$ cat src/hw/rtl/bwlb_pkg.sv
// Shared types, codes and constants of the bus window link bridge.
package bwlb_pkg;

  localparam int RegCountDef = 16;
  localparam int MaxRes      = 5;
  localparam int CntW        = 3;
  localparam int MsgDepth    = 7;

  // Control register bit positions
  localparam int CsrTrn  = 15;
  localparam int CsrLnk  = 14;
  localparam int CsrXmit = 12;
  localparam int CsrIe   = 6;

  localparam logic [2:0] RegCsr    = 3'd0;
  localparam logic [2:0] RegReason = 3'd1;
  localparam logic [2:0] RegVector = 3'd7;
  localparam logic [3:0] IdxMask   = 4'hF;

  // Link message types
  localparam logic [7:0] MsgOn    = 8'd1;
  localparam logic [7:0] MsgOff   = 8'd2;
  localparam logic [7:0] MsgIrq   = 8'd3;
  localparam logic [7:0] MsgReg   = 8'd4;
  localparam logic [7:0] MsgRdB   = 8'd5;
  localparam logic [7:0] MsgRdW   = 8'd6;
  localparam logic [7:0] MsgData  = 8'd7;
  localparam logic [7:0] MsgWrB   = 8'd9;
  localparam logic [7:0] MsgWrW   = 8'd10;

  typedef enum logic [2:0] {
    FN_BUS_WR     = 3'd0,
    FN_BUS_RD     = 3'd1,
    FN_LINK_BYTE  = 3'd2,
    FN_MEM_DATA   = 3'd3,
    FN_IRQ_ACK    = 3'd4,
    FN_CONNECT    = 3'd5,
    FN_DISCONNECT = 3'd6,
    FN_NOP        = 3'd7
  } func_t;

  typedef enum logic [1:0] {
    MREQ_NONE  = 2'd0,
    MREQ_READ  = 2'd1,
    MREQ_WRITE = 2'd2
  } mreq_t;

  typedef logic [MaxRes-1:0][7:0] txq_t;

  // Fields shared by every result of one request
  typedef struct packed {
    logic [1:0]  mem_request;
    logic [31:0] mem_address;
    logic [15:0] mem_write_data;
    logic        mem_wide;
    logic        irq_request;
    logic        bad_message;
  } common_t;

endpackage

$ cat src/hw/rtl/bwlb_if.sv
// Request and result channel interfaces of the bus window link bridge.
interface bwl_in_if;
  logic        valid;
  logic        ready;
  logic [2:0]  func;
  logic [2:0]  reg_index;
  logic [15:0] write_data;
  logic [7:0]  rx_byte;
  logic [15:0] mem_read_data;

  modport source (output valid, func, reg_index, write_data, rx_byte, mem_read_data,
                  input ready);
  modport sink (input valid, func, reg_index, write_data, rx_byte, mem_read_data,
                output ready);
endinterface

interface bwl_out_if;
  logic        valid;
  logic        ready;
  logic [15:0] read_data;
  logic        tx_valid;
  logic [7:0]  tx_byte;
  logic [1:0]  mem_request;
  logic [31:0] mem_address;
  logic [15:0] mem_write_data;
  logic        mem_wide;
  logic        irq_request;
  logic        bad_message;
  logic        last;

  modport source (output valid, read_data, tx_valid, tx_byte, mem_request, mem_address,
                  mem_write_data, mem_wide, irq_request, bad_message, last,
                  input ready);
  modport sink (input valid, read_data, tx_valid, tx_byte, mem_request, mem_address,
                mem_write_data, mem_wide, irq_request, bad_message, last,
                output ready);
endinterface

$ cat src/hw/rtl/bus_window_link_bridge_top.sv
// An accepted request is registered in the decode stage, then in the output stage.
// Throughput: a request yields max(1, n) results, n = link bytes sent (0..5), one per cycle
// while the result side is ready; the output stage, which presents them, is the limit.
// A new request is taken while earlier results still wait in the output stage.
// Reset is synchronous: the register file reads as its reset values through per-entry
// written flags, so no clearing pass is needed and requests are taken right after reset.
module bus_window_link_bridge_top #(
  parameter int REG_COUNT = bwlb_pkg::RegCountDef
) (
  input logic       clk,
  input logic       rst_n,
  bwl_in_if.sink    in_ch,
  bwl_out_if.source out_ch
);

  localparam int AW = $clog2(REG_COUNT);
  localparam int MsgDepthL = bwlb_pkg::MsgDepth;

  // Architectural state held outside the RAM
  logic [15:0]                 csr_r, csr_nxt;
  logic                        reason_nz_r, reason_nz_nxt;
  logic                        conn_r, conn_nxt;
  logic                        irq_r, irq_nxt;
  logic                        rdp_r, rdp_nxt;
  logic                        rdw_r, rdw_nxt;
  logic [2:0]                  mlen_r, mlen_nxt;
  logic [MsgDepthL-1:0][7:0]   mbuf_r, mbuf_nxt;
  logic [REG_COUNT-1:0]        vld_r, vld_nxt;

  // Register file RAM
  logic          ram_we;
  logic [AW-1:0] ram_waddr;
  logic [15:0]   ram_wdata;
  logic          ram_re;
  logic [AW-1:0] ram_raddr;
  logic [15:0]   ram_q;

  // Decode stage
  logic                   s1_valid_r, s1_valid_nxt;
  logic [bwlb_pkg::CntW-1:0] s1_txn_r, s1_txn_nxt;
  bwlb_pkg::txq_t         s1_bytes_r, s1_bytes_nxt;
  bwlb_pkg::common_t      s1_com_r, s1_com_nxt;
  logic                   s1_use_ram_r, s1_use_ram_nxt;
  logic                   s1_hit_r, s1_hit_nxt;
  logic                   s1_one_r, s1_one_nxt;

  // Output stage
  logic                   s2_valid_r, s2_valid_nxt;
  logic [bwlb_pkg::CntW-1:0] s2_rem_r, s2_rem_nxt;
  logic                   s2_txv_r, s2_txv_nxt;
  bwlb_pkg::txq_t         s2_bytes_r, s2_bytes_nxt;
  logic [15:0]            s2_rdata_r, s2_rdata_nxt;
  bwlb_pkg::common_t      s2_com_r, s2_com_nxt;

  logic             in_acc;
  logic             out_hs;
  logic             out_last;
  logic             s2_load;
  bwlb_pkg::func_t  func;

  assign func     = bwlb_pkg::func_t'(in_ch.func);
  assign out_last = (s2_rem_r == bwlb_pkg::CntW'(1));
  assign out_hs   = s2_valid_r && out_ch.ready;
  assign s2_load  = s1_valid_r && (!s2_valid_r || (out_ch.ready && out_last));
  assign in_ch.ready = !s1_valid_r || s2_load;
  assign in_acc   = in_ch.valid && in_ch.ready;

  bwlb_ram #(
    .WIDTH (16),
    .DEPTH (REG_COUNT)
  ) u_regfile (
    .clk   (clk),
    .we    (ram_we),
    .waddr (ram_waddr),
    .wdata (ram_wdata),
    .re    (ram_re),
    .raddr (ram_raddr),
    .rdata (ram_q)
  );

  // Request decode and state update
  always_comb begin
    logic [15:0]             d;
    logic [2:0]              pa;
    logic                    on_x;
    logic                    off_x;
    logic                    xmit_new;
    logic [2:0]              pos;
    logic [2:0]              len;
    logic [MsgDepthL-1:0][7:0] nb;
    logic [7:0]              t;
    logic                    done;
    logic [3:0]              idx;
    logic [15:0]             v;
    logic [2:0]              rsel;

    d        = in_ch.write_data;
    pa       = in_ch.reg_index;
    on_x     = 1'b0;
    off_x    = 1'b0;
    xmit_new = 1'b0;
    pos      = 3'd0;
    len      = 3'd0;
    nb       = mbuf_r;
    t        = 8'd0;
    done     = 1'b1;
    idx      = 4'd0;
    v        = 16'd0;
    rsel     = pa;

    csr_nxt       = csr_r;
    reason_nz_nxt = reason_nz_r;
    conn_nxt      = conn_r;
    irq_nxt       = irq_r;
    rdp_nxt       = rdp_r;
    rdw_nxt       = rdw_r;
    mlen_nxt      = mlen_r;
    mbuf_nxt      = mbuf_r;
    vld_nxt       = vld_r;

    ram_we    = 1'b0;
    ram_waddr = AW'(pa);
    ram_wdata = d;

    s1_txn_nxt   = '0;
    s1_bytes_nxt = '0;
    s1_com_nxt   = '0;
    s1_use_ram_nxt = 1'b0;

    if (in_acc) begin
      case (func)
        bwlb_pkg::FN_BUS_WR: begin
          if (!(pa == bwlb_pkg::RegCsr && reason_nz_r)) begin
            if (pa == bwlb_pkg::RegCsr) begin
              on_x  = !csr_r[bwlb_pkg::CsrXmit] && d[bwlb_pkg::CsrXmit];
              off_x = csr_r[bwlb_pkg::CsrXmit] && !d[bwlb_pkg::CsrXmit];
              if (csr_r[bwlb_pkg::CsrTrn] && !d[bwlb_pkg::CsrTrn]) begin
                irq_nxt = 1'b0;
              end
              csr_nxt  = d;
              xmit_new = d[bwlb_pkg::CsrXmit];
            end else begin
              xmit_new = csr_r[bwlb_pkg::CsrXmit];
            end
            if (pa <= bwlb_pkg::RegReason && d == 16'd0) begin
              irq_nxt = 1'b0;
            end
            if (pa == bwlb_pkg::RegReason) begin
              reason_nz_nxt = (d != 16'd0);
            end
            ram_we    = 1'b1;
            ram_waddr = AW'(pa);
            ram_wdata = d;
            vld_nxt[AW'(pa)] = 1'b1;
            if (conn_r) begin
              if (on_x) begin
                s1_bytes_nxt = {d[7:0], d[15:8], 5'd0, pa, bwlb_pkg::MsgReg,
                                bwlb_pkg::MsgOn};
                s1_txn_nxt   = bwlb_pkg::CntW'(5);
              end else if (off_x) begin
                s1_bytes_nxt[0] = bwlb_pkg::MsgOff;
                s1_txn_nxt      = bwlb_pkg::CntW'(1);
              end else if (xmit_new) begin
                s1_bytes_nxt[0] = bwlb_pkg::MsgReg;
                s1_bytes_nxt[1] = {5'd0, pa};
                s1_bytes_nxt[2] = d[15:8];
                s1_bytes_nxt[3] = d[7:0];
                s1_txn_nxt      = bwlb_pkg::CntW'(4);
              end
            end
          end
        end
        bwlb_pkg::FN_BUS_RD: begin
          s1_use_ram_nxt = 1'b1;
          rsel = pa;
        end
        bwlb_pkg::FN_LINK_BYTE: begin
          if (conn_r) begin
            pos = (mlen_r >= 3'd7) ? 3'd0 : mlen_r;
            len = pos + 3'd1;
            for (int i = 0; i < MsgDepthL; i++) begin
              if (pos == 3'(i)) begin
                nb[i] = in_ch.rx_byte;
              end
            end
            mbuf_nxt = nb;
            t = nb[0];
            case (t)
              bwlb_pkg::MsgOn: begin
                if (!csr_r[bwlb_pkg::CsrLnk]) begin
                  csr_nxt[bwlb_pkg::CsrTrn] = 1'b1;
                  if (csr_r[bwlb_pkg::CsrIe]) irq_nxt = 1'b1;
                end
                csr_nxt[bwlb_pkg::CsrLnk] = 1'b1;
                ram_we = 1'b1;
              end
              bwlb_pkg::MsgOff: begin
                if (csr_r[bwlb_pkg::CsrLnk]) begin
                  csr_nxt[bwlb_pkg::CsrTrn] = 1'b1;
                  if (csr_r[bwlb_pkg::CsrIe]) irq_nxt = 1'b1;
                end
                csr_nxt[bwlb_pkg::CsrLnk] = 1'b0;
                ram_we = 1'b1;
              end
              bwlb_pkg::MsgIrq: begin
                if (csr_r[bwlb_pkg::CsrIe]) irq_nxt = 1'b1;
              end
              bwlb_pkg::MsgReg: begin
                if (len < 3'd4) begin
                  done = 1'b0;
                end else begin
                  idx = nb[1][3:0] & bwlb_pkg::IdxMask;
                  if (32'(idx) < REG_COUNT) begin
                    ram_we    = 1'b1;
                    ram_waddr = AW'(idx);
                    ram_wdata = {nb[2], nb[3]};
                    vld_nxt[AW'(idx)] = 1'b1;
                    if (idx == 4'd0) csr_nxt = {nb[2], nb[3]};
                    if (idx == 4'd1) reason_nz_nxt = ({nb[2], nb[3]} != 16'd0);
                  end
                end
              end
              bwlb_pkg::MsgRdB, bwlb_pkg::MsgRdW: begin
                if (len < 3'd5) begin
                  done = 1'b0;
                end else begin
                  s1_com_nxt.mem_request = bwlb_pkg::MREQ_READ;
                  s1_com_nxt.mem_wide    = (t == bwlb_pkg::MsgRdW);
                  rdp_nxt = 1'b1;
                  rdw_nxt = (t == bwlb_pkg::MsgRdW);
                end
              end
              bwlb_pkg::MsgWrB: begin
                if (len < 3'd6) begin
                  done = 1'b0;
                end else begin
                  s1_com_nxt.mem_request    = bwlb_pkg::MREQ_WRITE;
                  s1_com_nxt.mem_write_data = {8'd0, nb[5]};
                end
              end
              bwlb_pkg::MsgWrW: begin
                if (len < 3'd7) begin
                  done = 1'b0;
                end else begin
                  s1_com_nxt.mem_request    = bwlb_pkg::MREQ_WRITE;
                  s1_com_nxt.mem_wide       = 1'b1;
                  s1_com_nxt.mem_write_data = {nb[5], nb[6]};
                end
              end
              default: begin
                s1_com_nxt.bad_message = 1'b1;
              end
            endcase
            // control register write-back for link on and off
            if (t == bwlb_pkg::MsgOn || t == bwlb_pkg::MsgOff) begin
              ram_waddr = AW'(bwlb_pkg::RegCsr);
              ram_wdata = csr_nxt;
              vld_nxt[AW'(bwlb_pkg::RegCsr)] = 1'b1;
            end
            if (s1_com_nxt.mem_request != bwlb_pkg::MREQ_NONE) begin
              s1_com_nxt.mem_address = {nb[1], nb[2], nb[3], nb[4]};
            end
            mlen_nxt = done ? 3'd0 : len;
          end
        end
        bwlb_pkg::FN_MEM_DATA: begin
          if (rdp_r) begin
            v = rdw_r ? in_ch.mem_read_data : {8'd0, in_ch.mem_read_data[7:0]};
            if (conn_r && csr_r[bwlb_pkg::CsrXmit]) begin
              s1_bytes_nxt[0] = bwlb_pkg::MsgData;
              s1_bytes_nxt[1] = v[15:8];
              s1_bytes_nxt[2] = v[7:0];
              s1_txn_nxt      = bwlb_pkg::CntW'(3);
            end
            rdp_nxt = 1'b0;
            rdw_nxt = 1'b0;
          end
        end
        bwlb_pkg::FN_IRQ_ACK: begin
          s1_use_ram_nxt = 1'b1;
          rsel    = bwlb_pkg::RegVector;
          irq_nxt = 1'b0;
        end
        bwlb_pkg::FN_CONNECT: begin
          if (!conn_r) begin
            conn_nxt = 1'b1;
            if (csr_r[bwlb_pkg::CsrXmit]) begin
              s1_bytes_nxt[0] = bwlb_pkg::MsgOn;
              s1_txn_nxt      = bwlb_pkg::CntW'(1);
            end
          end
        end
        bwlb_pkg::FN_DISCONNECT: begin
          conn_nxt = 1'b0;
        end
        default: begin
        end
      endcase
    end

    s1_com_nxt.irq_request = irq_nxt;
    ram_re     = in_acc && s1_use_ram_nxt;
    ram_raddr  = AW'(rsel);
    s1_hit_nxt = vld_r[AW'(rsel)];
    s1_one_nxt = (rsel == bwlb_pkg::RegReason);
  end

  // Stage handoff
  always_comb begin
    s1_valid_nxt = s1_valid_r;
    if (in_acc) begin
      s1_valid_nxt = 1'b1;
    end else if (s2_load) begin
      s1_valid_nxt = 1'b0;
    end

    s2_valid_nxt = s2_valid_r;
    s2_rem_nxt   = s2_rem_r;
    s2_txv_nxt   = s2_txv_r;
    s2_bytes_nxt = s2_bytes_r;
    s2_rdata_nxt = s2_rdata_r;
    s2_com_nxt   = s2_com_r;
    if (s2_load) begin
      s2_valid_nxt = 1'b1;
      s2_rem_nxt   = (s1_txn_r == '0) ? bwlb_pkg::CntW'(1) : s1_txn_r;
      s2_txv_nxt   = (s1_txn_r != '0);
      s2_bytes_nxt = s1_bytes_r;
      s2_com_nxt   = s1_com_r;
      if (!s1_use_ram_r) begin
        s2_rdata_nxt = 16'd0;
      end else if (s1_hit_r) begin
        s2_rdata_nxt = ram_q;
      end else begin
        s2_rdata_nxt = {15'd0, s1_one_r};
      end
    end else if (out_hs) begin
      if (out_last) begin
        s2_valid_nxt = 1'b0;
      end else begin
        // advance to the next link byte
        s2_rem_nxt   = s2_rem_r - bwlb_pkg::CntW'(1);
        s2_bytes_nxt = {8'd0, s2_bytes_r[bwlb_pkg::MaxRes-1:1]};
      end
    end
  end

  always_ff @(posedge clk) begin
    if (!rst_n) begin
      csr_r       <= 16'd0;
      reason_nz_r <= 1'b1;
      conn_r      <= 1'b0;
      irq_r       <= 1'b0;
      rdp_r       <= 1'b0;
      rdw_r       <= 1'b0;
      mlen_r      <= 3'd0;
      mbuf_r      <= '0;
      vld_r       <= '0;
      s1_valid_r  <= 1'b0;
      s2_valid_r  <= 1'b0;
      s2_rem_r    <= '0;
    end else begin
      csr_r       <= csr_nxt;
      reason_nz_r <= reason_nz_nxt;
      conn_r      <= conn_nxt;
      irq_r       <= irq_nxt;
      rdp_r       <= rdp_nxt;
      rdw_r       <= rdw_nxt;
      mlen_r      <= mlen_nxt;
      mbuf_r      <= mbuf_nxt;
      vld_r       <= vld_nxt;
      s1_valid_r  <= s1_valid_nxt;
      s2_valid_r  <= s2_valid_nxt;
      s2_rem_r    <= s2_rem_nxt;
    end
  end

  always_ff @(posedge clk) begin
    if (in_acc) begin
      s1_txn_r     <= s1_txn_nxt;
      s1_bytes_r   <= s1_bytes_nxt;
      s1_com_r     <= s1_com_nxt;
      s1_use_ram_r <= s1_use_ram_nxt;
      s1_hit_r     <= s1_hit_nxt;
      s1_one_r     <= s1_one_nxt;
    end
    s2_txv_r   <= s2_txv_nxt;
    s2_bytes_r <= s2_bytes_nxt;
    s2_rdata_r <= s2_rdata_nxt;
    s2_com_r   <= s2_com_nxt;
  end

  assign out_ch.valid          = s2_valid_r;
  assign out_ch.read_data      = s2_rdata_r;
  assign out_ch.tx_valid       = s2_txv_r;
  assign out_ch.tx_byte        = s2_txv_r ? s2_bytes_r[0] : 8'd0;
  assign out_ch.mem_request    = s2_com_r.mem_request;
  assign out_ch.mem_address    = s2_com_r.mem_address;
  assign out_ch.mem_write_data = s2_com_r.mem_write_data;
  assign out_ch.mem_wide       = s2_com_r.mem_wide;
  assign out_ch.irq_request    = s2_com_r.irq_request;
  assign out_ch.bad_message    = s2_com_r.bad_message;
  assign out_ch.last           = out_last;

`ifndef NO_ASSERTIONS
  a_rem_range: assert property (@(posedge clk) disable iff (!rst_n)
    s2_valid_r |-> (s2_rem_r != '0 && s2_rem_r <= bwlb_pkg::CntW'(bwlb_pkg::MaxRes)))
    else $error("output stage result count out of range");

  a_accept_fills: assert property (@(posedge clk) disable iff (!rst_n)
    in_acc |=> s1_valid_r)
    else $error("accepted request not held in decode stage");

  a_drain: assert property (@(posedge clk) disable iff (!rst_n)
    (out_hs && out_last && !s1_valid_r) |=> !s2_valid_r)
    else $error("output stage kept a finished request");

  a_disc: assert property (@(posedge clk) disable iff (!rst_n)
    (in_acc && func == bwlb_pkg::FN_DISCONNECT) |=> !conn_r)
    else $error("link still connected after disconnect");

  a_irq_ack: assert property (@(posedge clk) disable iff (!rst_n)
    (in_acc && func == bwlb_pkg::FN_IRQ_ACK) |=> !irq_r)
    else $error("interrupt still pending after acknowledge");
`endif

endmodule

$ cat src/hw/rtl/bwlb_ram.sv
// Generic single write port RAM with a registered, enabled read port.
module bwlb_ram #(
  parameter int WIDTH = 16,
  parameter int DEPTH = 16
) (
  input  logic                     clk,
  input  logic                     we,
  input  logic [$clog2(DEPTH)-1:0] waddr,
  input  logic [WIDTH-1:0]         wdata,
  input  logic                     re,
  input  logic [$clog2(DEPTH)-1:0] raddr,
  output logic [WIDTH-1:0]         rdata
);

  logic [WIDTH-1:0] mem [DEPTH];

  always_ff @(posedge clk) begin
    if (we) begin
      mem[waddr] <= wdata;
    end
    if (re) begin
      rdata <= mem[raddr];
    end
  end

endmodule

$ cat src/flat_wrapper.sv
// flat-port wrapper written by rule: the top's interface ports become plain ports
module bus_window_link_bridge_top_flat 
#(
  parameter int REG_COUNT = bwlb_pkg::RegCountDef
)
  (clk, rst_n, in_ch_valid, in_ch_func, in_ch_reg_index, in_ch_write_data, in_ch_rx_byte, in_ch_mem_read_data, in_ch_ready, out_ch_valid, out_ch_read_data, out_ch_tx_valid, out_ch_tx_byte, out_ch_mem_request, out_ch_mem_address, out_ch_mem_write_data, out_ch_mem_wide, out_ch_irq_request, out_ch_bad_message, out_ch_last, out_ch_ready);
  bwl_in_if in_ch_i ();
  bwl_out_if out_ch_i ();
  input logic clk;
  input logic rst_n;
  input wire logic [$bits(in_ch_i.valid)-1:0] in_ch_valid;
  input wire logic [$bits(in_ch_i.func)-1:0] in_ch_func;
  input wire logic [$bits(in_ch_i.reg_index)-1:0] in_ch_reg_index;
  input wire logic [$bits(in_ch_i.write_data)-1:0] in_ch_write_data;
  input wire logic [$bits(in_ch_i.rx_byte)-1:0] in_ch_rx_byte;
  input wire logic [$bits(in_ch_i.mem_read_data)-1:0] in_ch_mem_read_data;
  output wire logic [$bits(in_ch_i.ready)-1:0] in_ch_ready;
  output wire logic [$bits(out_ch_i.valid)-1:0] out_ch_valid;
  output wire logic [$bits(out_ch_i.read_data)-1:0] out_ch_read_data;
  output wire logic [$bits(out_ch_i.tx_valid)-1:0] out_ch_tx_valid;
  output wire logic [$bits(out_ch_i.tx_byte)-1:0] out_ch_tx_byte;
  output wire logic [$bits(out_ch_i.mem_request)-1:0] out_ch_mem_request;
  output wire logic [$bits(out_ch_i.mem_address)-1:0] out_ch_mem_address;
  output wire logic [$bits(out_ch_i.mem_write_data)-1:0] out_ch_mem_write_data;
  output wire logic [$bits(out_ch_i.mem_wide)-1:0] out_ch_mem_wide;
  output wire logic [$bits(out_ch_i.irq_request)-1:0] out_ch_irq_request;
  output wire logic [$bits(out_ch_i.bad_message)-1:0] out_ch_bad_message;
  output wire logic [$bits(out_ch_i.last)-1:0] out_ch_last;
  input wire logic [$bits(out_ch_i.ready)-1:0] out_ch_ready;
  assign in_ch_i.valid = in_ch_valid;
  assign in_ch_i.func = in_ch_func;
  assign in_ch_i.reg_index = in_ch_reg_index;
  assign in_ch_i.write_data = in_ch_write_data;
  assign in_ch_i.rx_byte = in_ch_rx_byte;
  assign in_ch_i.mem_read_data = in_ch_mem_read_data;
  assign in_ch_ready = in_ch_i.ready;
  assign out_ch_valid = out_ch_i.valid;
  assign out_ch_read_data = out_ch_i.read_data;
  assign out_ch_tx_valid = out_ch_i.tx_valid;
  assign out_ch_tx_byte = out_ch_i.tx_byte;
  assign out_ch_mem_request = out_ch_i.mem_request;
  assign out_ch_mem_address = out_ch_i.mem_address;
  assign out_ch_mem_write_data = out_ch_i.mem_write_data;
  assign out_ch_mem_wide = out_ch_i.mem_wide;
  assign out_ch_irq_request = out_ch_i.irq_request;
  assign out_ch_bad_message = out_ch_i.bad_message;
  assign out_ch_last = out_ch_i.last;
  assign out_ch_i.ready = out_ch_ready;
  bus_window_link_bridge_top #(.REG_COUNT(REG_COUNT)) u_core (.clk(clk), .rst_n(rst_n), .in_ch(in_ch_i), .out_ch(out_ch_i));
endmodule
$ cat config.mk
export PLATFORM = sky130hd
export DESIGN_NAME = bus_window_link_bridge_top_flat
export DESIGN_NICKNAME = d
export VERILOG_FILES = /design/src/hw/rtl/bwlb_pkg.sv /design/src/hw/rtl/bwlb_if.sv /design/src/hw/rtl/bus_window_link_bridge_top.sv /design/src/hw/rtl/bwlb_ram.sv /design/src/flat_wrapper.sv
export SDC_FILE = /design/constraint.sdc
export NUM_CORES = 1
export LEC_CHECK = 0
export BUFFER_PORTS_ARGS = -buffer_cell sky130_fd_sc_hd__buf_2
export CAP_MARGIN = 20
export CORE_ASPECT_RATIO = 0.5
export CORE_MARGIN = 2
export CORE_UTILIZATION = 40
export CTS_BUF_LIST = sky130_fd_sc_hd__clkbuf_8
export DETAILED_ROUTE_END_ITERATION = 7
export GPL_TIMING_DRIVEN = 0
export PLACE_DENSITY = 0.54
export SYNTH_ARGS = -nofsm -noshare
export SYNTH_HDL_FRONTEND = slang
export SYNTH_HIERARCHICAL = 1
export SYNTH_SLANG_ARGS = --single-unit
export TNS_END_PERCENT = 50
$ cat constraint.sdc
create_clock -name clk -period 5.3 [get_ports clk]
set_clock_uncertainty 0.05 [all_clocks]
set_input_delay 1.06 -clock clk [delete_from_list [all_inputs] [get_ports clk]]
set_output_delay 1.06 -clock clk [all_outputs]
set_load 0.02 [all_outputs]
After elaboration in Yosys (flattened, before gate mapping)
Memory sizes are Yosys's and may differ from the RTL's. A register that Yosys moved wholly into a read port is not among the register bits.
Index checks and enable logic that the tools add are counted.

word-level totals
  bits in registers = 310
  memory bits (writable) = 256
  input bits = 50
  output and inout bits = 81
  memories kept = 1

memories
  name                  depth  bits a word  rd ports  clocked after Yosys merged registers in  write ports  line            RTL
  u_core.u_regfile.mem  16     16           1         1                                        1            bwlb_ram.sv:15  logic [WIDTH-1:0] mem [DEPTH];

operators by class
  add/subtract/negate cells = 2
  $lt $le $gt $ge = 11
  equality and inequality tests = 37
  mux-type cells = 164
  bitwise gates (word level) = 5
  reduce and logical (&&, ||, !) cells = 56

operators by type and width
  kind                  count
  $mux W16              16
  $mux W8               22
  $pmux W16 S2          4
  $mux W24              5
  $mux W40              3
  $mux W1               66
  $mux W32              2
  $mux W3               15
  $reduce_bool A16 Y1   2
  $eq A8 B3 Y1 const B  3
  $mux W4               6
  $pmux W8 S3           1
  $eq A3 B3 Y1 const B  6
  $reduce_and A6 Y1     3
  $mux W17              1
  $eq A8 B2 Y1 const B  2
  $eq A8 B4 Y1 const B  2
  $logic_not A16 Y1     1
  $or A16 B16 Y16       1
  $or A16 B8 Y16        1
  $eq A3 B1 Y1 const B  5
  $mux W14              1
  $pmux W1 S2           7
  $reduce_bool A2 Y1    7
  other kinds (39)      93

Longest topological paths before layout
Gate-level depths: netlist of run 1.

  depth after elaboration = 17
  mapped depth = 13
  mapped depth without buffers = 11

Modules after synthesis
The synthesis of run 1 kept the hierarchy.

modules (own cells, without submodules)
  module                      times used  cells an instance  area an instance (um2)
  bus_window_link_bridge_top  1           1225               13480.4
  bwlb_ram                    1           432                10203.5

Least setup slack after synthesis of run 1
OpenSTA, ideal clock, no wires.

  path kind = in2reg
  from = input port in_ch_rx_byte[1]
  to = memory u_core.u_regfile.mem[0][0], enable pin
  setup time = 409 ps
  arrival = 4263 ps
  required time = 4841 ps
  setup slack = 578 ps
  cell stages on the path = 9
  buffers on the path = 2
  cell sequence = buf_2 -> xnor2_1 -> nor3_1 -> a32oi_1 -> a21oi_2 -> buf_2 -> o22ai_1 -> or3b_2 -> nor3_1

RTL lines
  element                                        line                                                                  RTL
  from (decl)                                    flat_wrapper.sv:15                                                    input wire logic [$bits(in_ch_i.rx_byte)-1:0] in_ch_rx_byte;
  $mux W8 (*)                                    bus_window_link_bridge_top.sv:182                                     if (pos == 3'(i)) begin
  $mux W8 (*)                                    bus_window_link_bridge_top.sv:178                                     if (conn_r) begin
  $mux W8 (*)                                    bus_window_link_bridge_top.sv:131                                     case (func)
  $mux W8 (*)                                    bus_window_link_bridge_top.sv:130                                     if (in_acc) begin
  $eq A8 B3 Y1 (tied with other cells)           bus_window_link_bridge_top.sv:188                                     case (t)
  $mux W4 or $logic_or A1 B1 Y1 (tied branches)  bus_window_link_bridge_top.sv:188, bus_window_link_bridge_top.sv:255
  $mux W4 (*)                                    bus_window_link_bridge_top.sv:255                                     if (t == bwlb_pkg::MsgOn || t == bwlb_pkg::MsgOff) begin
  $mux W4 (*)                                    bus_window_link_bridge_top.sv:178
  $mux W4 (*)                                    -
  $mux W4 (*)                                    bus_window_link_bridge_top.sv:130
  via u_core.ram_waddr[2]                        bus_window_link_bridge_top.sv:32                                      logic [AW-1:0] ram_waddr;
  to (decl)                                      bwlb_ram.sv:15

Mark *: on every way through the listed nets, which the timed path passes. The rest lies on a longest branch. The select of a mux whose other input is x is not followed.

Worst setup path in the final report of run 1
  from = register u_core.mlen_r[2]
  to = memory u_core.u_regfile.mem[7][6], enable pin

RTL lines
  element                                           line                                                                  RTL
  from (decl)                                       bus_window_link_bridge_top.sv:26                                      logic [2:0] mlen_r, mlen_nxt;
  from (signal assigned)                            bus_window_link_bridge_top.sv:368                                     mlen_r <= mlen_nxt;
  $ge A3 B3 Y1                                      bus_window_link_bridge_top.sv:179                                     pos = (mlen_r >= 3'd7) ? 3'd0 : mlen_r;
  $mux W3 (*)                                       bus_window_link_bridge_top.sv:179
  $logic_not A3 Y1 or $eq A3 B1 Y1 (tied branches)  bus_window_link_bridge_top.sv:182
  $mux W8                                           bus_window_link_bridge_top.sv:182
  $mux W8                                           bus_window_link_bridge_top.sv:178
  $mux W8                                           bus_window_link_bridge_top.sv:131
  $mux W8                                           bus_window_link_bridge_top.sv:130
  $eq A8 B3 Y1 (tied with other cells)              bus_window_link_bridge_top.sv:188
  $mux W4 or $logic_or A1 B1 Y1 (tied branches)     bus_window_link_bridge_top.sv:188, bus_window_link_bridge_top.sv:255
  $mux W4 (*)                                       bus_window_link_bridge_top.sv:255
  $mux W4 (*)                                       bus_window_link_bridge_top.sv:178
  $mux W4 (*)                                       -
  $mux W4 (*)                                       bus_window_link_bridge_top.sv:130
  via u_core.ram_waddr[0]                           bus_window_link_bridge_top.sv:32

Marked as above.

==> flow_summary_export.csv, run 1 <==
group,metric,value,unit
outcome,status,"completed",
floorplanning,core,57900,um^2
critical_path,crit_path_cell_trace,"a21boi_2 > inv_1 > buf_2 > buf_1 > ha_1 > buf_1 > a21o_1 > a21oi_2 > buf_2 > o22ai_2 > nand2_1 > nor2_2 > buf_8",
power_and_ir_drop,intPower,6.87,mW
synth,syn_inst,1657,
grt,grt_pass1_vias,14800,
floorplanning,initial_core_util,0.409,
power_and_ir_drop,power_frac_comb,0.065,
cts,cts_root_buf,"clkbuf_8",
synth,avgSynthCellArea,14.3,um^2
cts,cts.clk_slew.worst_paths,0.07,ns
timing,slew-limit-headroom,0.238,
critical_path,cp_max_fo,10,
cts,ctsHoldBuffers,0,
grt,overflow,0,
route,wl_per_cell,22.7,um
route,drc,0,
critical_path,crit_type,"reg -> reg",
final_layout,syn_to_final_growth,16.2,%
final_layout,final_cells,2743,
route,drtIter0Drc,1312,
final_layout,register_area,16200,um^2
power_and_ir_drop,p_switching,2.15,mW
synth,yosysWarningCount,6,
placed_design,gp_congestion,0.917,
grt,antenna_found_initial,1,
final_layout,layout_commonest_cell,"edfxtp_1",
synth,synth_edf_count,476,
cts,cts_tree,"yes",
final_layout,multiInputGateArea,7150,um^2
timing,max_freq,0.199,GHz
critical_path,crit_required,5.62,ns
route,routed_via_density,5.44,
final_layout,layout_common_cells,"476 x edfxtp_1, 141 x buf_2, 128 x nand2_1",
min_path,hold_class,"reg -> reg",
timing,hold_viol,0,
final_layout,nFillCells,5166,
timing,timing.hold.ws,0.368,ns
critical_path,crit_slowest_cell,"o22ai_2",
timing,setup_viol_count_final,0,
power_and_ir_drop,seqPwrFrac,0.554,
route,ant_nets,0,
cts,cts.path.max_buffers,3,
cts,clk_latency,0.68,ns
timing,period_needed,5.02,ns
critical_path,worstSetupStartpointType,"flip-flop",
route,dr.pass1.iters,5,
synth,ys.flop_type,"edfxtp_1",
placed_design,dp_hpwl,43000,um
critical_path,critPathMaxStageDelay,0.62,ns
grt,grt.total_usage,0.204,
final_layout,postLayoutCellArea,27500,um^2
grt,grt_pass1_wl,93900,um
grt,grt_max_degree,57,
cts,cts_sinks,569,
timing,worst_pin_slew,1.13,ns
floorplanning,die-area,61300,um^2
timing,rsz0062_at_grt,"no",
final_layout,fin_nets,1964,
synth,async_flop_share,0,
synth,syn-cell-area,23700,um^2
floorplanning,io_pins,131,
power_and_ir_drop,power.density,328,nW/um^2
power_and_ir_drop,ir_worst_vdd,0.142,mV
final_layout,layout-drive-gt1-share,0.220,
synth,ys_ff_latch,569,
power_and_ir_drop,switching_share,0.238,
cts,htree_levels,3,
flow_run,drv_cap,0,
power_and_ir_drop,clkPwrFrac,0.381,
critical_path,cp_top_family,"buffers and inverters",
cts,cts_buffers,82,
critical_path,arrival,5.34,ns
floorplanning,die_w,348,um
placed_design,port_buffers,125,
critical_path,end_kind,"flip-flop",
power_and_ir_drop,p_leak,9.52,nW
placed_design,placed_cells_incl_taps,2587,
floorplanning,row_count,62,
route,routed_wl,62200,um
synth,ys_seq_area_frac,0.682,
route,num_vias,14900,
placed_design,placed_area,25800,um^2
floorplanning,fp.dieH,176,um
timing,fin_crit_sh,0.948,
critical_path,critPathBufInv,6,
timing,maxSlewViolCount,0,
synth,synth_cell_types,82,
-- worst register-to-register path, delay by kind of cell (launching register included) --
family / cells / cell delay [ns]
AOI/OAI and AO/OA: 4 / 1.41
adders and majority gates: 1 / 0.36
buffers and inverters: 6 / 1.56
DFF: 1 / 0.45
and+or+nand+nor: 2 / 0.89
-- cell type report --
cell class	instances	area share
Clock buffer	85	0.0425
Inverter	33	0.00459
Clock inverter	66	0.0150
Tap cell	768	0.0349
Antenna cell	1	0.0000909
Buffer	104	0.0167
Sequential cell	569	0.587
Timing Repair Buffer	163	0.0394
Multi-Input combinational cell	954	0.260
-- sequential cells by signal, indices dropped and copies added (netlist names), 2 cells and up --
name / cells
u_core/mbuf_r: 56
u_core/u_regfile/rdata: 16
u_core/out_ch.read_data: 16
u_core/s1_com_r: 53
u_core/u_regfile/mem: 256
u_core/out_ch.mem_address: 32
u_core/out_ch.mem_request: 2
u_core/csr_r: 16
u_core/out_ch.mem_write_data: 16
u_core/mlen_r: 3
u_core/vld_r: 8
u_core/s2_rem_r: 3
u_core/s1_bytes_r: 35
u_core/s1_txn_r: 3
u_core/s2_bytes_r: 40
-- cell usage after synthesis (all sizes together) (3+ instances only) --
master	number	area, um^2
buf	32	186
mux4	65	1500
or4	3	22.5
nor3	15	75.1
or3	3	18.8
nand2b	11	68.8
nor2b	17	106
a22o	19	166
a31oi	4	25.0
dfxtp	93	1860
nor4	16	115
o21a	18	135
nand3b	5	37.5
a22oi	33	248
nor3b	7	52.6
mux2i	48	480
nand3	28	140
a32oi	5	43.8
nor2	120	450
a221oi	13	131
nand4	9	62.6
nor4b	3	32.5
and3	24	150
and2	41	257
o211ai	5	37.5
mux2	32	360
o31ai	6	45.0
a21o	3	22.5
a211oi	22	165
o22ai	14	87.6
o21ai	84	420
nand2	128	480
clkbuf	72	270
a21oi	91	459
a21boi	4	33.8
edfxtp	476	14300
xnor2	3	26.3
inv	33	124
ha	7	87.6
or2	6	37.5
-- logic make-up (layout without fill, tap and decap cells) --
| logic type | count (synthesis) | count (layout) | share of synthesized area |
|---|---|---|---|
| multiplexers | 145 | 145 | 0.0989 |
| AO/OA/AOI/OAI | 346 | 346 | 0.0954 |
| adder cells (fa/ha/maj) | 7 | 7 | 0.00370 |
| other | 1 | 5 | 0.000158 |
| buffers and inverters | 137 | 451 | 0.0245 |
| flip-flops | 569 | 569 | 0.682 |
| AND/OR/NAND/NOR | 447 | 447 | 0.0934 |
| XOR/XNOR | 5 | 5 | 0.00185 |
-- per-layer routing --
layer | vias up | share of wire | wire (um) | track usage
met5 | - | 0 | 0 | 0
met4 | 0 | 0.019 | 1210 | 0.0534
met3 | 83 | 0.052 | 3230 | 0.0421
met2 | 397 | 0.46 | 28600 | 0.319
met1 | 7551 | 0.47 | 29100 | 0.292
li1 | 6902 | - | - | -
-- final timing paths --
check                                     to  cells past startpoint  slack, ns          startpoint
max               u_core/u_regfile/mem[7][6]                     13       0.28    u_core/mlen_r[2]
min          u_core/out_ch.mem_write_data[3]                      0       0.37  u_core/s1_com_r[6]
max reg2reg       u_core/u_regfile/mem[7][6]                     13       0.28    u_core/mlen_r[2]
min reg2reg  u_core/out_ch.mem_write_data[3]                      0       0.37  u_core/s1_com_r[6]
-- what timing repair did --
| item | in CTS | in global routing |
|---|---|---|
| gates cloned | 0 | 0 |
| gates resized for setup | 3 | 11 |
| setup buffers | 0 | 2 |
| endpoints found under the setup margin | 168 | 246 |
| pin swaps | 0 | 1 |
-- power by group through the flow --
| stage | Combinational [mW] | Sequential, mW | Clock (mW) |
|---|---|---|---|
| finish | 0.587 | 5.00 | 3.43 |
| global route | 0.633 | 5.01 | 3.74 |
| CTS | 0.585 | 5.00 | 3.53 |
| detailed placement | 0.582 | 5.09 | 0 |
| global placement | 0.552 | 5.11 | 0 |
| floorplan | 0.314 | 5.12 | 0 |
-- per-stage QoR --
stage / setup WS [ns] / total power, mW / setup TNS, ns / utilization
3_5_place_dp: -0.426 / 5.68 / -26.16 / 0.446
5_1_grt: 0.0290 / 9.38 / 0 / 0.475
3_3_place_gp: -1.74 / 5.66 / -259.41 / 0.436
4_1_cts: -0.0315 / 9.11 / -0.269 / 0.473
6_report: 0.278 / 9.02 / 0 / 0.475
2_1_floorplan: 0.578 / 5.44 / 0 / -
Power figures use the tool's default switching activity.
==> inputs of run 2 (changes only) <==
--- a/config.mk
+++ b/config.mk
@@ -11,11 +11,11 @@
 export CORE_MARGIN = 2
 export CORE_UTILIZATION = 40
 export CTS_BUF_LIST = sky130_fd_sc_hd__clkbuf_8
+export CTS_CLUSTER_SIZE = 24
 export DETAILED_ROUTE_END_ITERATION = 7
 export GPL_TIMING_DRIVEN = 0
-export PLACE_DENSITY = 0.54
+export PLACE_DENSITY = 0.62
 export SYNTH_ARGS = -nofsm -noshare
 export SYNTH_HDL_FRONTEND = slang
-export SYNTH_HIERARCHICAL = 1
 export SYNTH_SLANG_ARGS = --single-unit
 export TNS_END_PERCENT = 50
==> flow_summary_export.csv, run 2 <==
group,metric,value,unit
outcome,status,"completed",
cts,cts_buffers,67,
flow_run,drv_cap,0,
final_layout,finish.utilization,0.469,
cts,cts_tree,"yes",
cts,clk_latency,0.64,ns
route,num_vias,13100,
timing,hold_viol,0,
grt,grt.total_usage,0.207,
timing,slew-limit-headroom,0.291,
timing,worst_pin_slew,1.06,ns
synth,async_flop_share,0,
floorplanning,fp.dieH,158,um
synth,syn_nets,1550,
cts,cts_setup_buffers,0,
synth,synth_top_area_frac,0.551,
timing,period_needed,5.06,ns
power_and_ir_drop,ir_worst_vdd,0.146,mV
timing,maxSlewViolCount,0,
power_and_ir_drop,p_leak,7.78,nW
synth,ys_ff_latch,441,
final_layout,layout_common_cells,"348 x edfxtp_1, 138 x nor2_1, 136 x buf_2",
final_layout,layout_commonest_cell,"edfxtp_1",
synth,yosysWarningCount,0,
route,drtIter0Drc,1299,
synth,ys_seq_area_frac,0.649,
synth,yosysMostFrequentCell,"edfxtp_1",
final_layout,largest_reg_flops,128,
final_layout,fin_nets,1761,
synth,ys.flop_type,"edfxtp_1",
route,dr.pass1.iters,5,
floorplanning,die-area,49300,um^2
cts,htree_levels,3,
cts,cts.path.max_buffers,3,
min_path,min_path_cells,0,
floorplanning,core,46800,um^2
route,wl_met2,23500,um
route,wl_met3,3150,um
critical_path,ff2ff_path_depth,11,
floorplanning,io_pins,131,
synth,synth_cell_types,76,
timing,setup_viol_count_final,0,
critical_path,crit_type,"reg -> reg",
placed_design,port_buffers,128,
critical_path,crit_required,5.54,ns
critical_path,cp_max_fo,10,
floorplanning,initial_core_util,0.405,
critical_path,end_kind,"flip-flop",
grt,grt_pass1_vias,12400,
timing,setup-tns-final,0,ns
cts,cts.repair.resized,0,
final_layout,syn_to_final_growth,15.8,%
cts,cts_sinks,441,
route,routed_via_density,5.48,
power_and_ir_drop,power.density,324,nW/um^2
synth,syn_inst,1493,
timing,fin_crit_sh,0.955,
synth,avgSynthCellArea,12.7,um^2
grt,overflow,0,
floorplanning,die_w,312,um
route,top_layer,"met4",
final_layout,reg_top3,"u_core.u_regfile.mem x128, u_core.mbuf_r x56, u_core.s1_com_r x53",
placed_design,dp_hpwl,35800,um
route,routed_wl,51600,um
final_layout,layout-drive-gt1-share,0.196,
synth,synth_area_leaders,"edfxtp_1 55%, dfxtp_1 9.8%, mux2i_1 6.6%",
final_layout,regMostFlops,"u_core.u_regfile.mem",
cts,cts_root_buf,"clkbuf_8",
placed_design,gp_congestion,0.921,
route,ant_nets,0,
timing,rsz0062_at_grt,"no",
synth,synth_common_cells,"348 x edfxtp_1, 142 x nor2_1, 125 x mux2i_1",
final_layout,nFillCells,4305,
route,wl_met1,23700,um
timing,max_freq,0.198,GHz
placed_design,dp_slack,0.0357,ns
route,wl_per_cell,21.6,um
synth,syn-cell-area,19000,um^2
floorplanning,row_count,56,
power_and_ir_drop,finalPower,7.11,mW
route,drc,0,
grt,antenna_found_initial,1,
min_path,hold_class,"reg -> reg",
critical_path,arrival,5.30,ns
grt,grt_pass1_wl,76200,um
cts,ctsHoldBuffers,0,
cts,cts.clk_slew.worst_paths,0.07,ns
timing,setup_slack,0.240,ns
synth,yosys.area.top_type,"edfxtp_1",
critical_path,worstSetupStartpointType,"flip-flop",
grt,grt_max_degree,72,
synth,synth_edf_count,348,
[run 2: metrics by stage]
stage,area (um^2),hold slack (ns),instances
finish,22000,0.360,2394
global route,22000,0.365,2394
CTS,22000,0.367,2393
detailed placement,20700,0.355,2273
global placement,20400,0.353,2259
floorplan,19000,0.350,1493
[run 2: path summary, 6_finish.rpt]
check / from / slack [ns] / endpoint
max: u_core.mlen_r[0] / 0.24 / u_core.u_regfile.mem[1][6]
min: u_core.s1_com_r[16] / 0.36 / u_core.out_ch.mem_write_data[13]
max reg2reg: u_core.mlen_r[0] / 0.24 / u_core.u_regfile.mem[1][6]
min reg2reg: u_core.s1_com_r[16] / 0.36 / u_core.out_ch.mem_write_data[13]
[run 2: logic make-up (layout without fill, tap and decap cells)]
group	after synthesis	in the layout	synth area share
other cells	0	1	0
fa+ha+maj	7	7	0.00462
flops	441	441	0.649
compound gates	330	330	0.121
xor+xnor	6	6	0.00277
mux	168	168	0.0914
buf+inv	124	386	0.0260
simple gates	417	417	0.106
[run 2: power breakdown]
part / switching, mW / leakage, nW / internal (mW)
logic: 0.337 / 3.01 / 0.154
registers: 0.0319 / 4.06 / 3.85
clock network: 1.35 / 0.717 / 1.38
total: 1.72 / 7.78 / 5.39
[run 2: area by class of cell]
| cell class | instances | area [um^2] | area share |
|---|---|---|---|
| tap | 638 | 798 | 0.0363 |
| multi-input combinational | 928 | 6240 | 0.284 |
| sequential | 441 | 12300 | 0.560 |
| clock inverter | 50 | 302 | 0.0137 |
| antenna | 1 | 2.50 | 0.000114 |
| inverter | 20 | 77.6 | 0.00353 |
| timing repair buffer | 142 | 851 | 0.0387 |
| clock buffer | 70 | 963 | 0.0439 |
| buffer | 104 | 422 | 0.0192 |
[run 2: worst max-delay path, stage by stage, from the launching register on]
cell	delay (ns)
dfxtp_1	0.44
a21boi_1	0.47
ha_1	0.24
ha_1	0.22
clkbuf_1	0.28
or3b_2	0.55
o31ai_1	0.43
nand3_1	0.45
o21ai_1	0.49
buf_2	0.33
o22ai_1	0.10
a21oi_1	0.64
[run 2: per-layer routing]
layer	vias to the layer above	track usage
met5	-	0
met1	6495	0.292
met3	94	0.0389
li1	6078	-
met2	454	0.323
met4	0	0.0671
==> inputs of run 3 (changes only) <==
--- a/config.mk
+++ b/config.mk
@@ -14,8 +14,9 @@
 export CTS_CLUSTER_SIZE = 24
 export DETAILED_ROUTE_END_ITERATION = 7
 export GPL_TIMING_DRIVEN = 0
-export PLACE_DENSITY = 0.62
+export PLACE_DENSITY = 0.61
 export SYNTH_ARGS = -nofsm -noshare
 export SYNTH_HDL_FRONTEND = slang
+export SYNTH_HIERARCHICAL = 1
 export SYNTH_SLANG_ARGS = --single-unit
 export TNS_END_PERCENT = 50
==> flow_summary_export.csv, run 3 (synthesized netlist as in run 1, its figures left out) <==
group,metric,value,unit
route,num_vias,15200,
min_path,hold_class,"reg -> reg",
final_layout,syn_to_final_growth,15.8,%
timing,hold_viol,0,
timing,timing.hold.ws,0.367,ns
timing,setup_viol_count_final,0,
grt,antenna_found_initial,2,
floorplanning,io_pins,131,
timing,worst_pin_slew,1.12,ns
grt,grt_pass1_vias,14900,
timing,rsz0062_at_grt,"no",
outcome,status,"completed",
final_layout,nFillCells,5125,
final_layout,finish.utilization,0.473,
power_and_ir_drop,seqPwrFrac,0.565,
final_layout,register_area,16200,um^2
cts,cts_root_buf,"clkbuf_8",
floorplanning,die-area,61300,um^2
cts,clk_latency,0.68,ns
power_and_ir_drop,switching_share,0.239,
timing,slew-limit-headroom,0.250,
floorplanning,die_w,348,um
final_layout,final_cells,2742,
critical_path,cp_max_fo,10,
critical_path,crit_required,5.59,ns
critical_path,end_kind,"flip-flop",
placed_design,placed_cells_incl_taps,2587,
cts,cts_setup_buffers,0,
timing,maxSlewViolCount,0,
final_layout,postLayoutCellArea,27400,um^2
cts,cts_tree,"yes",
critical_path,ff2ff_path_depth,14,
critical_path,arrival,5.36,ns
power_and_ir_drop,power.density,323,nW/um^2
min_path,min_path_cells,0,
final_layout,layout_common_cells,"476 x edfxtp_1, 141 x buf_2, 128 x nand2_1",
final_layout,multiInputGateArea,7130,um^2
placed_design,gp_congestion,0.956,
final_layout,layout-drive-gt1-share,0.218,
power_and_ir_drop,p_leak,9.52,nW
route,routed_via_density,5.56,
floorplanning,initial_core_util,0.409,
route,routed_wl,60600,um
critical_path,worstSetupStartpointType,"flip-flop",
final_layout,largest_reg_flops,256,
power_and_ir_drop,power_frac_comb,0.066,
floorplanning,fp.dieH,176,um
power_and_ir_drop,clkPwrFrac,0.369,
floorplanning,core,57900,um^2
route,dr.pass1.iters,5,
cts,cts_sinks,569,
cts,cts_buffers,82,
final_layout,reg_top3,"u_core/u_regfile/mem x256, u_core/mbuf_r x56, u_core/s1_com_r x53",
placed_design,dp_hpwl,41700,um
cts,cts.repair.resized,3,
power_and_ir_drop,finalPower,8.85,mW
grt,grt.total_usage,0.197,
route,drtIter0Drc,1375,
placed_design,port_buffers,125,
route,ant_nets,0,
power_and_ir_drop,p_switching,2.11,mW
grt,grt_pass1_wl,91000,um
grt,grt_max_degree,58,
route,wl_per_cell,22.1,um
final_layout,regMostFlops,"u_core/u_regfile/mem",
flow_run,drv_cap,0,
final_layout,layout_commonest_cell,"edfxtp_1",
critical_path,crit_type,"reg -> reg",
cts,cts.path.max_buffers,3,
power_and_ir_drop,ir_worst_vdd,0.147,mV
floorplanning,row_count,62,
route,drc,0,
power_and_ir_drop,intPower,6.74,mW
cts,cts.clk_slew.worst_paths,0.07,ns
timing,fin_crit_sh,0.958,
timing,max_freq,0.197,GHz
final_layout,fin_nets,1964,
timing,period_needed,5.08,ns
grt,overflow,0,
cts,htree_levels,3,
cts,ctsHoldBuffers,0,
placed_design,placed_area,25800,um^2
==> run 3: per-layer routing <==
layer  track usage  part of all wire
met2         0.312              0.47
met1         0.274              0.44
met5             0           0.00021
met3        0.0380             0.064
met4        0.0649             0.024
==> run 3: final cells by class <==
type	instances	area share
plain buffers	104	0.0168
well taps	768	0.0350
diodes	1	0.0000912
clock inverters	61	0.0105
multi-input cells	954	0.260
repair buffers	163	0.0392
inverters	33	0.00461
clock buffers	89	0.0447
flip-flops and latches	569	0.589
==> run 3: through the flow <==
step	TNS [ns]	worst slack (ns)
6_report	0	0.225
5_1_grt	0	0.0753
4_1_cts	-0.579	-0.0585
3_5_place_dp	-35.86	-0.395
3_3_place_gp	-218.35	-1.53
2_1_floorplan	0	0.578
==> run 3: final timing paths <==
path	from	end	slack, ns
setup / recovery	u_core/mlen_r[1]	u_core/u_regfile/mem[0][1]	0.22
hold / removal	u_core/s1_com_r[35]	u_core/out_ch.mem_address[16]	0.37
setup reg to reg	u_core/mlen_r[1]	u_core/u_regfile/mem[0][1]	0.22
hold reg to reg	u_core/s1_com_r[35]	u_core/out_ch.mem_address[16]	0.37
==> run 3: worst max-delay path, cell delays in order (launching register included) <==
cell and delay [ns]:
dfxtp_1 0.44, a21boi_2 0.15, inv_1 0.14, buf_2 0.26, buf_1 0.47, ha_1 0.32
buf_1 0.26, a21oi_1 0.24, buf_2 0.26, o21ai_0 0.11, and2_1 0.18, nor2_1 0.50
or3b_2 0.60, nor3_4 0.47, buf_6 0.25
==> run 3: power by group through the flow <==
stage	clock network, mW	registers [mW]	logic [mW]
6_report	3.26	5.00	0.588
5_1_grt	3.56	5.00	0.630
4_1_cts	3.35	5.00	0.584
3_5_place_dp	0	5.09	0.580
3_3_place_gp	0	5.10	0.545
2_1_floorplan	0	5.12	0.314
